===== config.mk =====
export PLATFORM = sky130hd
export DESIGN_NAME = stripe_image_vram_writer
export DESIGN_NICKNAME = d
export VERILOG_FILES = /design/src/rtl/stiv_pkg.sv /design/src/rtl/stiv_parser.sv /design/src/rtl/stiv_out_buf.sv /design/src/rtl/stripe_image_vram_writer.sv
export SDC_FILE = /design/constraint.sdc
export NUM_CORES = 1
export LEC_CHECK = 0
export ABC_AREA = 1
export BUFFER_PORTS_ARGS = -buffer_cell sky130_fd_sc_hd__buf_2
export CORE_MARGIN = 2
export CORE_UTILIZATION = 50
export CTS_CLUSTER_SIZE = 25
export DETAILED_ROUTE_END_ITERATION = 12
export PLACE_DENSITY = 0.65
export SLEW_MARGIN = 10
export SYNTH_ARGS = -nofsm -noshare
export SYNTH_HDL_FRONTEND = slang
export SYNTH_SLANG_ARGS = --single-unit

===== constraint.sdc =====
create_clock -name clk -period 5 [get_ports clk]
set_clock_uncertainty 0.15 [all_clocks]
set_input_delay 1.5 -clock clk [delete_from_list [all_inputs] [get_ports clk]]
set_output_delay 1.5 -clock clk [all_outputs]
set_load 0.05 [all_outputs]

===== src/rtl/stiv_pkg.sv =====
// Shared types and constants for the stripe image video memory writer.
// No dependencies; imported by the parser, the output buffer and the top level.
package stiv_pkg;

	localparam int ADDR_W_MAX = 16;
	localparam int IDX_W      = 14;
	localparam int LEFT_W     = 15;

	localparam logic [15:0] SKIP_ADDR  = 16'hFFFF;
	localparam int          END_BIT    = 7;
	localparam int          VERT_BIT   = 7;
	localparam int          FILL_BIT   = 6;

	// Parser position within the stripe list
	typedef enum logic [7:0] {
		PH_ADDR_HI  = 8'b0000_0001,
		PH_ADDR_LO  = 8'b0000_0010,
		PH_FLAGS    = 8'b0000_0100,
		PH_LENGTH   = 8'b0000_1000,
		PH_COPY     = 8'b0001_0000,
		PH_FILL_LO  = 8'b0010_0000,
		PH_FILL_HI  = 8'b0100_0000,
		PH_FILL_RUN = 8'b1000_0000
	} phase_t;

	// One result beat
	typedef struct packed {
		logic                  write_valid;
		logic [ADDR_W_MAX-1:0] word_address;
		logic [15:0]           write_data;
		logic                  enable_low;
		logic                  enable_high;
		logic                  list_done;
		logic                  overrun_error;
	} res_t;

endpackage


===== src/rtl/stiv_parser.sv =====
// Stripe list parser: header decode, copy/fill sequencing and write address generation.
// Depends on stiv_pkg.
module stiv_parser #(
	parameter int ADDRESS_BITS    = 15,
	parameter int VERTICAL_STRIDE = 32
) (
	input  logic          clk,
	input  logic          arst_n,
	input  logic          go,
	input  logic          cmd,
	input  logic [7:0]    stream_byte,
	output stiv_pkg::res_t res
);
	import stiv_pkg::*;

	localparam int SW    = $clog2(VERTICAL_STRIDE + 1);
	localparam int PW    = IDX_W + SW;
	localparam int SUM_W = PW + 2;

	phase_t               phase_q, phase_n;
	logic [15:0]          target_q, target_n;
	logic [7:0]           flag_q, flag_n;
	logic [LEFT_W-1:0]    left_q, left_n;
	logic [7:0]           held_q, held_n;
	logic [15:0]          fill_word_q, fill_word_n;
	logic [IDX_W-1:0]     fill_left_q, fill_left_n;
	logic                 tail_q, tail_n;
	logic [IDX_W-1:0]     idx_q, idx_n;

	logic                 emit;
	logic [IDX_W-1:0]     emit_idx;
	logic                 emit_vert;
	logic [15:0]          emit_data;
	logic                 emit_lo, emit_hi;
	logic                 done, overrun;
	logic [15:0]          cnt_inc;
	logic [LEFT_W-1:0]    cnt_half;
	logic [PW-1:0]        scaled;
	logic [SUM_W-1:0]     addr_sum;
	logic [ADDR_W_MAX-1:0] addr;

	assign cnt_inc  = 16'(left_q) + 16'd1;
	assign cnt_half = cnt_inc[15:1];

	always_comb begin
		phase_n     = phase_q;
		target_n    = target_q;
		flag_n      = flag_q;
		left_n      = left_q;
		held_n      = held_q;
		fill_word_n = fill_word_q;
		fill_left_n = fill_left_q;
		tail_n      = tail_q;
		idx_n       = idx_q;
		emit        = 1'b0;
		emit_idx    = idx_q;
		emit_vert   = flag_q[VERT_BIT];
		emit_data   = '0;
		emit_lo     = 1'b0;
		emit_hi     = 1'b0;
		done        = 1'b0;
		overrun     = 1'b0;
		if (cmd) begin
			if (phase_q == PH_FILL_RUN) begin
				if (fill_left_q != '0) begin
					emit        = 1'b1;
					emit_data   = fill_word_q;
					emit_lo     = 1'b1;
					emit_hi     = 1'b1;
					idx_n       = idx_q + 1'b1;
					fill_left_n = fill_left_q - 1'b1;
				end else if (tail_q) begin
					// closing half word: low fill byte goes to the high lane
					emit      = 1'b1;
					emit_vert = 1'b0;
					emit_data = {fill_word_q[7:0], 8'h00};
					emit_hi   = 1'b1;
					tail_n    = 1'b0;
				end
				if (fill_left_n == '0 && !tail_n)
					phase_n = PH_ADDR_HI;
			end
		end else begin
			case (phase_q)
				PH_ADDR_HI: begin
					if (stream_byte[END_BIT]) begin
						done = 1'b1;
					end else begin
						target_n = {stream_byte, 8'h00};
						phase_n  = PH_ADDR_LO;
					end
				end
				PH_ADDR_LO: begin
					target_n = {target_q[15:8], stream_byte};
					phase_n  = PH_FLAGS;
				end
				PH_FLAGS: begin
					flag_n  = stream_byte;
					phase_n = PH_LENGTH;
				end
				PH_LENGTH: begin
					left_n  = LEFT_W'({flag_q[5:0], stream_byte}) + 1'b1;
					idx_n   = '0;
					tail_n  = 1'b0;
					phase_n = flag_q[FILL_BIT] ? PH_FILL_LO : PH_COPY;
				end
				PH_COPY: begin
					if (!tail_q) begin
						held_n = stream_byte;
						tail_n = 1'b1;
					end else begin
						if (target_q != SKIP_ADDR) begin
							emit      = 1'b1;
							emit_data = {stream_byte, held_q};
							emit_lo   = 1'b1;
							emit_hi   = 1'b1;
						end
						idx_n  = idx_q + 1'b1;
						tail_n = 1'b0;
					end
					left_n = left_q - 1'b1;
					// drop an odd trailing byte
					if (left_n == '0) begin
						tail_n  = 1'b0;
						phase_n = PH_ADDR_HI;
					end
				end
				PH_FILL_LO: begin
					held_n  = stream_byte;
					phase_n = PH_FILL_HI;
				end
				PH_FILL_HI: begin
					fill_word_n = {stream_byte, held_q};
					if (target_q == SKIP_ADDR) begin
						phase_n = PH_ADDR_HI;
					end else begin
						tail_n      = !flag_q[VERT_BIT] && !left_q[0];
						emit        = 1'b1;
						emit_idx    = '0;
						emit_data   = {stream_byte, held_q};
						emit_lo     = 1'b1;
						emit_hi     = 1'b1;
						idx_n       = IDX_W'(1);
						fill_left_n = IDX_W'(cnt_half - 1'b1);
						phase_n     = (fill_left_n == '0 && !tail_n) ? PH_ADDR_HI : PH_FILL_RUN;
					end
				end
				default: begin
					// byte during a fill run: flag and drop
					overrun = 1'b1;
				end
			endcase
		end
	end

	always_comb begin
		if (emit_vert)
			scaled = PW'(emit_idx * VERTICAL_STRIDE);
		else
			scaled = PW'(emit_idx);
	end

	assign addr_sum = SUM_W'(target_q) + SUM_W'(scaled);
	assign addr     = ADDR_W_MAX'(addr_sum[ADDRESS_BITS-1:0]);

	always_comb begin
		res               = '0;
		res.write_valid   = emit;
		res.word_address  = emit ? addr : '0;
		res.write_data    = emit_data;
		res.enable_low    = emit_lo;
		res.enable_high   = emit_hi;
		res.list_done     = done;
		res.overrun_error = overrun;
	end

	always_ff @(posedge clk or negedge arst_n) begin
		if (!arst_n) begin
			phase_q     <= PH_ADDR_HI;
			target_q    <= '0;
			flag_q      <= '0;
			left_q      <= '0;
			held_q      <= '0;
			fill_word_q <= '0;
			fill_left_q <= '0;
			tail_q      <= 1'b0;
			idx_q       <= '0;
		end else if (go) begin
			phase_q     <= phase_n;
			target_q    <= target_n;
			flag_q      <= flag_n;
			left_q      <= left_n;
			held_q      <= held_n;
			fill_word_q <= fill_word_n;
			fill_left_q <= fill_left_n;
			tail_q      <= tail_n;
			idx_q       <= idx_n;
		end
	end

	a_write_has_lane: assert property (@(posedge clk) disable iff (!arst_n)
		res.write_valid |-> (res.enable_low || res.enable_high))
		else $error("write beat without byte enable");

	a_done_no_write: assert property (@(posedge clk) disable iff (!arst_n)
		res.list_done |-> !res.write_valid && !res.overrun_error)
		else $error("end marker beat also carries a write or overrun");

	a_run_has_work: assert property (@(posedge clk) disable iff (!arst_n)
		(phase_q == PH_FILL_RUN) |-> (fill_left_q != '0 || tail_q))
		else $error("fill run entered with nothing left to write");

endmodule


===== src/rtl/stiv_out_buf.sv =====
// Result register with a one-entry skid stage between the parser and the output channel.
// Depends on stiv_pkg.
module stiv_out_buf (
	input  logic           clk,
	input  logic           arst_n,
	input  logic           push,
	input  stiv_pkg::res_t din,
	output logic           full,
	output logic           out_valid,
	input  logic           out_stall,
	output stiv_pkg::res_t dout
);
	import stiv_pkg::*;

	logic out_q, skid_q;
	res_t out_data_q, skid_data_q;
	logic pop;

	assign pop       = out_q && !out_stall;
	assign full      = skid_q;
	assign out_valid = out_q;
	assign dout      = out_data_q;

	always_ff @(posedge clk or negedge arst_n) begin
		if (!arst_n) begin
			out_q  <= 1'b0;
			skid_q <= 1'b0;
		end else if (skid_q) begin
			if (pop)
				skid_q <= 1'b0;
		end else if (push) begin
			out_q <= 1'b1;
			// hold the beat aside while the output is stalled
			if (out_q && !pop)
				skid_q <= 1'b1;
		end else if (pop) begin
			out_q <= 1'b0;
		end
	end

	always_ff @(posedge clk) begin
		if (skid_q) begin
			if (pop)
				out_data_q <= skid_data_q;
		end else if (push) begin
			if (!out_q || pop)
				out_data_q <= din;
			else
				skid_data_q <= din;
		end
	end

	a_skid_behind_out: assert property (@(posedge clk) disable iff (!arst_n)
		skid_q |-> out_q)
		else $error("skid entry held with empty output register");

	a_skid_only_on_stall: assert property (@(posedge clk) disable iff (!arst_n)
		$rose(skid_q) |-> $past(out_q && out_stall && push))
		else $error("skid entry filled without a stalled output");

	a_drain: assert property (@(posedge clk) disable iff (!arst_n)
		(pop && !skid_q && !push) |=> !out_q)
		else $error("output beat repeated after it was taken");

endmodule


===== src/rtl/stripe_image_vram_writer.sv =====
// Top level of the stripe image video memory writer.
// Depends on stiv_pkg, stiv_parser and stiv_out_buf.
//
// Usage:
//   Input channel (in_valid/in_stall, cmd, stream_byte): each beat is either a
//   stream byte (cmd 0) or a tick (cmd 1) that advances a pending fill run.
//   Output channel (out_valid/out_stall and the result fields): exactly one
//   result beat per input beat, in order. write_valid marks a memory write;
//   list_done marks the end marker byte, overrun_error a byte that arrived
//   during a fill run and was dropped.
//   Each result is held in the result register, or in the skid entry while stalled.
//   Throughput: one beat per cycle while in_stall is low; the header decode and
//   address add (index, times stride for vertical stripes, plus base) sit
//   between the parser state and the result register.
//   Stall: a result register plus one skid entry absorb output stalls;
//   in_stall rises only once both are occupied and falls when the output drains.
//   Reset: arst_n clears the parser to expect a first header byte and empties
//   the output register; no clearing pass is needed.
module stripe_image_vram_writer #(
	parameter int ADDRESS_BITS    = 15,
	parameter int VERTICAL_STRIDE = 32
) (
	input  logic                    clk,
	input  logic                    arst_n,
	input  logic                    in_valid,
	output logic                    in_stall,
	input  logic                    cmd,
	input  logic [7:0]              stream_byte,
	output logic                    out_valid,
	input  logic                    out_stall,
	output logic                    write_valid,
	output logic [ADDRESS_BITS-1:0] word_address,
	output logic [15:0]             write_data,
	output logic                    enable_low,
	output logic                    enable_high,
	output logic                    list_done,
	output logic                    overrun_error
);
	import stiv_pkg::*;

	logic go;
	res_t res;
	res_t res_out;
	logic full;

	assign go       = in_valid && !full;
	assign in_stall = full;

	stiv_parser #(
		.ADDRESS_BITS    (ADDRESS_BITS),
		.VERTICAL_STRIDE (VERTICAL_STRIDE)
	) u_parser (
		.clk         (clk),
		.arst_n      (arst_n),
		.go          (go),
		.cmd         (cmd),
		.stream_byte (stream_byte),
		.res         (res)
	);

	stiv_out_buf u_out_buf (
		.clk       (clk),
		.arst_n    (arst_n),
		.push      (go),
		.din       (res),
		.full      (full),
		.out_valid (out_valid),
		.out_stall (out_stall),
		.dout      (res_out)
	);

	assign write_valid   = res_out.write_valid;
	assign word_address  = res_out.word_address[ADDRESS_BITS-1:0];
	assign write_data    = res_out.write_data;
	assign enable_low    = res_out.enable_low;
	assign enable_high   = res_out.enable_high;
	assign list_done     = res_out.list_done;
	assign overrun_error = res_out.overrun_error;

endmodule

==> results.txt, run 1 <==
----------------------------------------------------
[Run status]
  Status ... complete, no violations

[Die]
  Area inside the core boundary ... 20200 µm²
  Number of placement rows ... 52
  Overall die area ... 21600 µm²
  Effective utilization at floorplan ... 50.8%
  Horizontal die dimension ... 147 µm
  Die Y ... 147 µm
  Num ports ... 51

[Clock tree]
  H-tree levels ... 4
  Number of gates given a new drive strength after cts ... 0
  CTS hold repair buffers ... 0
  Buffer levels on the longest clock path ... 2
  Skew-Pair Late Insertion Delay ... 450 ps
  Total number of clock tree sinks ... 171
  Clock transition time at the flip-flop clock pins of the worst setup and hold paths ... 80 ps
  Number of post-CTS setup repair buffers ... 0
  Root buf cell ... clkbuf_16
  Number of clock buffers inserted by TritonCTS ... 17
  Clock tree from TritonCTS ... done

[Synth]
  Net count after synthesis ... 1320
  FF+latch count, synth ... 171
  Sequential fraction of the synthesis area ... 45.2%
  Mean Syn Cell Area ... 7.98 µm²
  Number of distinct library cells after synthesis ... 61
  Number of warnings reported in the yosys synthesis log ... 0
  Mapped cell area ... 10200 µm²
  Synth Instances ... 1283

[Drt]
  Via total after detailed routing ... 8485
  WL/cell ... 15.2 µm
  Drc violations ... 0
  Via density per instance ... 5.28
  Routed wire length ... 24400 µm
  Drt first-iter violations ... 582
  Post-route antenna net violation count ... 0
  Drt first pass iters ... 5

[Worst hold path]
  Critical hold path startpoint ... u_parser.fill_word_q[10]$_DFFE_PN0P_
  Path class of the lowest-slack min-delay path ... flip-flop to flip-flop
  Worst Hold Path Cells ... 2
  Hold-critical path endpoint ... u_parser.fill_word_q[10]$_DFFE_PN0P_

[Setup path]
  Launch point of the worst reg-to-reg path ... u_parser.fill_left_q[0]$_DFFE_PN0P_
  Nature of the critical path startpoint ... primary input
  Max FO, Critical Path ... 9
  Endpoint class of the critical path ... flip-flop
  Endpoint arrival time on the critical path ... 4320 ps
  Data required time at the worst endpoint ... 5020 ps
  Depth of the worst register-to-register path ... 19
  Reg-to-reg slack, setup ... 860 ps
  Critical setup path kind ... primary input to flip-flop
  Capture instance of the worst register-to-register path ... u_out_buf.dout[31]$_DFFE_PP_

[STA]
  Max-slew headroom at the worst pin ... 28.9%
  Final setup viols ... 0
  RSZ-0062 raised after global routing ... no
  Setup_tns ... 0 ps
  Fin crit period ... 4300 ps
  Post-route fraction of the period consumed by the critical path ... 86.0%
  Achievable frequency ... 0.233 GHz
  Number of max-slew violations in the final report ... 0
  Final Hold Viols ... 0
  Transition time of the tightest slew-check pin ... 1060 ps

[Global route]
  Number of antenna violations at the first check in global routing ... 0
  Largest net degree at the start of global routing ... 70
  Tot GR Track Use ... 23.0%
  Overflow after GRT ... 0
  Via count of the first global-routing pass ... 8014
  Wire length of the first global-routing pass ... 40200 µm

[Final layout]
  Area Overhead vs Synth ... 10.9%
  Number of nets in the layout ... 1360
  Filler-free cell count of the finished design ... 1606
  Most common library cell in the layout ignoring fill and taps ... nand2_1
  Ant. Diodes ... 0
  Most frequent cells in the layout ... nand2_1, inv_1, o21ai_0, nor2_1, dfrtp_1
  Layout cells sized above 1 ... 13.2%

[Placement]
  Input/output buffers ... 50
  Number of placed instances with taps included ... 1574
  Final GP Congestion ... 0.925
  HPWL after detailed placement ... 18000 µm

[Power]
  Cell area power density ... 572 nW/µm²
  Internal power ... 3.44 mW
  Static leakage power ... 5.17 nW
  Reported net switching power ... 3.06 mW
  Share of total power in the clock network ... 21.2%
  Gate power share ... 43.7%
  Maximum resistive drop on vdd ... 0.245 mV
  Part of the total power dissipated in sequential elements ... 35.1%
  Switching part of the total ... 47.1%

[Flow run]
  Max-cap check violation count ... 0

----------------------------------------------------
==> per-layer routing <==
layer / up-vias / track usage (%) / wire length, µm
li1: 4353 / - / -
met3: 36 / 3.76 / 869
met1: 3893 / 32.0 / 11900
met5: - / 0 / 0
met4: 0 / 6.30 / 431
met2: 203 / 37.7 / 11200
==> cell type report <==
cell class,instances,area [µm²]
Tap cell,270,338
Clock buffer,17,425
Timing Repair Buffer,62,343
Sequential cell,171,4630
Multi-Input combinational cell,938,4910
Inverter,133,503
Clock inverter,15,204
Fill cell,1920,8820
==> cell families after synthesis <==
logic type | synth area share, %
AO/OA/AOI/OAI | 13.3
XOR/XNOR | 2.99
adder cells (fa/ha/maj) | 3.01
buffers and inverters | 6.98
flip-flops | 45.2
multiplexers | 0.428
AND/OR/NAND/NOR | 28.1
==> registers in the layout, indices dropped and copies added, names as in the netlist <==
register               count
u_parser.fill_word_q      16
u_out_buf.out_valid        1
u_out_buf.dout            35
u_out_buf.full             1
u_parser.flag_q            8
u_out_buf.skid_data_q     35
u_parser.held_q            8
u_parser.tail_q            1
u_parser.left_q           15
u_parser.idx_q            14
u_parser.target_q         15
u_parser.fill_left_q      14
u_parser.phase_q           8
==> through the flow <==
step | utilization [%] | setup WS (ps) | area, µm² | total power [mW] | hold slack [ps]
finish | 56.3 | 700 | 11300 | 6.50 | 335
global route | 56.3 | 352 | 11300 | 6.96 | 363
CTS | 56.3 | 721 | 11300 | 6.52 | 338
detailed placement | 53.2 | 256 | 10700 | 5.13 | 318
global placement | 53.2 | 347 | 10700 | 5.10 | 310
floorplan | - | 232 | 10200 | 4.47 | 298
==> how the worst max path moves through the flow <==
stage               from                      endpoint  depth (start not counted)
floorplan            cmd  u_out_buf.dout[31]$_DFFE_PP_                         19
global placement     cmd  u_out_buf.dout[31]$_DFFE_PP_                         18
detailed placement   cmd  u_out_buf.dout[31]$_DFFE_PP_                         18
CTS                  cmd  u_out_buf.dout[31]$_DFFE_PP_                         18
global route         cmd  u_out_buf.dout[31]$_DFFE_PP_                         18
finish               cmd  u_out_buf.dout[31]$_DFFE_PP_                         18
==> critical path: stages <==
cell and delay (ps):
buf_2 110, clkinv_1 100, nor2_2 190, nand2_2 70
o21a_2 270, nor3_1 350, ha_1 300, nand3_1 80
nand3_1 130, a21oi_1 260, o21ai_0 110, inv_1 110
nor2_1 50, nor2_1 120, o21ai_0 110, or2_2 290
nand3_1 80, o21ai_0 80
==> cells in the mapped netlist, drive strengths merged <==
| master | n | share of area, % |
|---|---|---|
| nand2 | 364 | 14 |
| a221oi | 1 | 0.086 |
| a22oi | 4 | 0.29 |
| buf | 15 | 1.1 |
| nor2 | 132 | 5.8 |
| clkbuf | 26 | 0.95 |
| inv | 129 | 4.8 |
| clkinv | 4 | 0.16 |
| nand3b | 3 | 0.22 |
| a31o | 1 | 0.086 |
| o211ai | 5 | 0.37 |
| nor3 | 26 | 1.5 |
| nand3 | 85 | 4.6 |
| o22ai | 5 | 0.31 |
| o21ai | 138 | 7.0 |
| a22o | 1 | 0.086 |
| dfstp | 1 | 0.26 |
| nand4 | 19 | 1.3 |
| or2 | 2 | 0.12 |
| fa | 1 | 0.20 |
| o2111ai | 1 | 0.086 |
| nor4 | 3 | 0.33 |
| o22a | 2 | 0.17 |
| a31oi | 3 | 0.18 |
| o211a | 1 | 0.098 |
| o21ba | 1 | 0.098 |
| xor2 | 30 | 2.6 |
| o31ai | 17 | 1.2 |
| and2 | 1 | 0.061 |
| and3 | 1 | 0.061 |
| mux2i | 1 | 0.098 |
| ha | 23 | 2.8 |
| a21oi | 47 | 2.4 |
| edfxtp | 70 | 21 |
| o21a | 5 | 0.38 |
| a21o | 1 | 0.073 |
| mux2 | 3 | 0.33 |
| nor3b | 2 | 0.20 |
| dfrtp | 100 | 24 |
| o21bai | 4 | 0.29 |
| xnor2 | 5 | 0.43 |
==> power groups by stage <==
stage | Clock [mW] | Sequential (mW) | Combinational, mW
2_1_floorplan | 0 | 2.56 | 1.90
3_3_place_gp | 0 | 2.29 | 2.80
3_5_place_dp | 0 | 2.29 | 2.83
4_1_cts | 1.40 | 2.27 | 2.84
5_1_grt | 1.45 | 2.33 | 3.18
6_report | 1.38 | 2.28 | 2.84
Note: power is estimated with default switching activity, not from simulation.
==> inputs of run 2 (changes only) <==
- BUFFER_PORTS_ARGS: -buffer_cell sky130_fd_sc_hd__buf_2 -> unset
- CTS_CLUSTER_DIAMETER: unset -> 30
- DONT_BUFFER_PORTS: unset -> 1
- PLACE_DENSITY: 0.65 -> 0.63
==> results.txt, run 2 (synthesized netlist as in run 1, its figures left out) <==
----------------------------------------------------
[Run status]
  Status ... complete, no violations

[Clock tree]
  H-tree levels ... 4
  Number of clock buffers inserted by TritonCTS ... 17
  Buffer levels on the longest clock path ... 2
  Clock transition time at the flip-flop clock pins of the worst setup and hold paths ... 70 ps
  Number of post-CTS setup repair buffers ... 0
  Root buf cell ... clkbuf_16
  Number of gates given a new drive strength after cts ... 0
  CTS hold repair buffers ... 0
  Total number of clock tree sinks ... 171
  Skew-Pair Late Insertion Delay ... 440 ps
  Clock tree from TritonCTS ... done

[Setup path]
  Slowest-stage cell, CP ... nor3_1
  Endpoint arrival time on the critical path ... 4200 ps
  Endpoint class of the critical path ... flip-flop
  Critical setup path kind ... primary input to flip-flop
  Combined buffer and inverter count along the critical path ... 2
  Data required time at the worst endpoint ... 5010 ps
  Nature of the critical path startpoint ... primary input
  Maximum single-stage delay on the critical path ... 330 ps
  Cell chain of the critical path ... clkinv_1 > nor2_2 > nand2_2 > o21a_2 > nor3_1 > ha_1 > nand3_1 > nand3_1 > a21oi_1 > o21ai_0 > inv_1 > nor2_1 > nor2_1 > o21ai_0 > or2_2 > nand3_1 > o21ai_0
  Cell family contributing the most delay on the critical path ... simple AND/OR/NAND/NOR gates
  Max FO, Critical Path ... 28

[Die]
  Overall die area ... 21600 µm²
  Num ports ... 51
  Horizontal die dimension ... 147 µm
  Area inside the core boundary ... 20200 µm²
  Die Y ... 147 µm
  Number of placement rows ... 52
  Effective utilization at floorplan ... 50.8%

[Power]
  Design Power ... 6.33 mW
  Maximum resistive drop on vdd ... 0.309 mV
  Cell area power density ... 573 nW/µm²
  Static leakage power ... 4.92 nW

[Worst hold path]
  Path class of the lowest-slack min-delay path ... flip-flop to flip-flop

[Drt]
  WL/cell ... 15.6 µm
  Drc violations ... 0
  Post-route antenna net violation count ... 0
  Via total after detailed routing ... 8286
  Via density per instance ... 5.35
  Drt first pass iters ... 5
  Drt first-iter violations ... 603
  Routed wire length ... 24100 µm

[Final layout]
  Number of nets in the layout ... 1304
  Storage element area ... 4630 µm²
  Count of filler cells inserted in the layout ... 1934
  Post-layout util ... 54.7%
  Ant. Diodes ... 0
  Most common library cell in the layout ignoring fill and taps ... nand2_1
  Area occupied by multi-input gates ... 4910 µm²
  Layout cells sized above 1 ... 9.45%
  Final design instance area without fill ... 11000 µm²
  Area Overhead vs Synth ... 7.77%
  Filler-free cell count of the finished design ... 1550
  Most frequent cells in the layout ... nand2_1, inv_1, o21ai_0, nor2_1, dfrtp_1

[STA]
  Post-layout worst setup margin ... 811 ps
  Fin crit period ... 4190 ps
  Transition time of the tightest slew-check pin ... 1060 ps
  Number of max-slew violations in the final report ... 0
  Setup_tns ... 0 ps
  Max-slew headroom at the worst pin ... 29.1%
  Hold slack final ... 337 ps
  RSZ-0062 raised after global routing ... no
  Final Hold Viols ... 0
  Final setup viols ... 0
  Achievable frequency ... 0.239 GHz
  Post-route fraction of the period consumed by the critical path ... 83.8%

[Placement]
  Input/output buffers ... 0
  Area after DPL ... 10400 µm²
  Final GP Congestion ... 0.917
  Number of placed instances with taps included ... 1518
  Setup slack after placement ... 373 ps
  HPWL after detailed placement ... 17600 µm

[Global route]
  Via count of the first global-routing pass ... 7827
  Wire length of the first global-routing pass ... 40500 µm
  Largest net degree at the start of global routing ... 102
  Overflow after GRT ... 0
  Number of antenna violations at the first check in global routing ... 0
  Tot GR Track Use ... 23.2%

[Flow run]
  Max-cap check violation count ... 0

----------------------------------------------------
[run 2: cell count changes in the layout (fill, tap and decap cells not counted), sizes merged]
| cell | delta |
|---|---|
| buf | -56 |
| inv | +1 |
| clkinv | -1 |
[run 2: power breakdown]
group | switching, mW | internal, mW
Clock | 0.664 | 0.683
Sequential | 0.751 | 1.93
Combinational | 1.56 | 0.735
[run 2: cell type report]
cell class,count,area share [%]
Tap cell,270,3.06
Inverter,133,4.56
Sequential cell,171,42.0
Timing Repair Buffer,6,0.408
Clock buffer,17,3.86
Clock inverter,15,1.62
Multi-Input combinational cell,938,44.5
[run 2: per-layer routing]
layer	routed length [µm]	GRT usage [%]	vias to the layer above	part of all wire (%)
met2	11200	37.7	198	46
li1	-	-	4236	-
met4	371	6.49	0	1.5
met5	0	0	-	0
met3	985	3.23	29	4.1
met1	11500	32.7	3823	48
[run 2: path summary, 6_finish.rpt]
kind	startpoint	to	slack, ps	cells past startpoint
min in group asynchronous	arst_n	u_parser.left_q[12]$_DFFE_PN0P_	600	0
worst min register to register	u_parser.fill_word_q[11]$_DFFE_PN0P_	u_parser.fill_word_q[11]$_DFFE_PN0P_	340	2
worst max-delay path	cmd	u_out_buf.dout[31]$_DFFE_PP_	810	17
worst min-delay path	u_parser.fill_word_q[11]$_DFFE_PN0P_	u_parser.fill_word_q[11]$_DFFE_PN0P_	340	2
worst max register to register	u_parser.fill_left_q[0]$_DFFE_PN0P_	u_out_buf.dout[31]$_DFFE_PP_	920	19
max in group asynchronous	arst_n	u_parser.phase_q[0]$_DFFE_PN1P_	3850	0
[run 2: tightest hold or removal path, cell delays in order, from the launching register on]
cell and delay [ps]:
dfrtp_1 340, nand2_1 50, o21ai_0 60
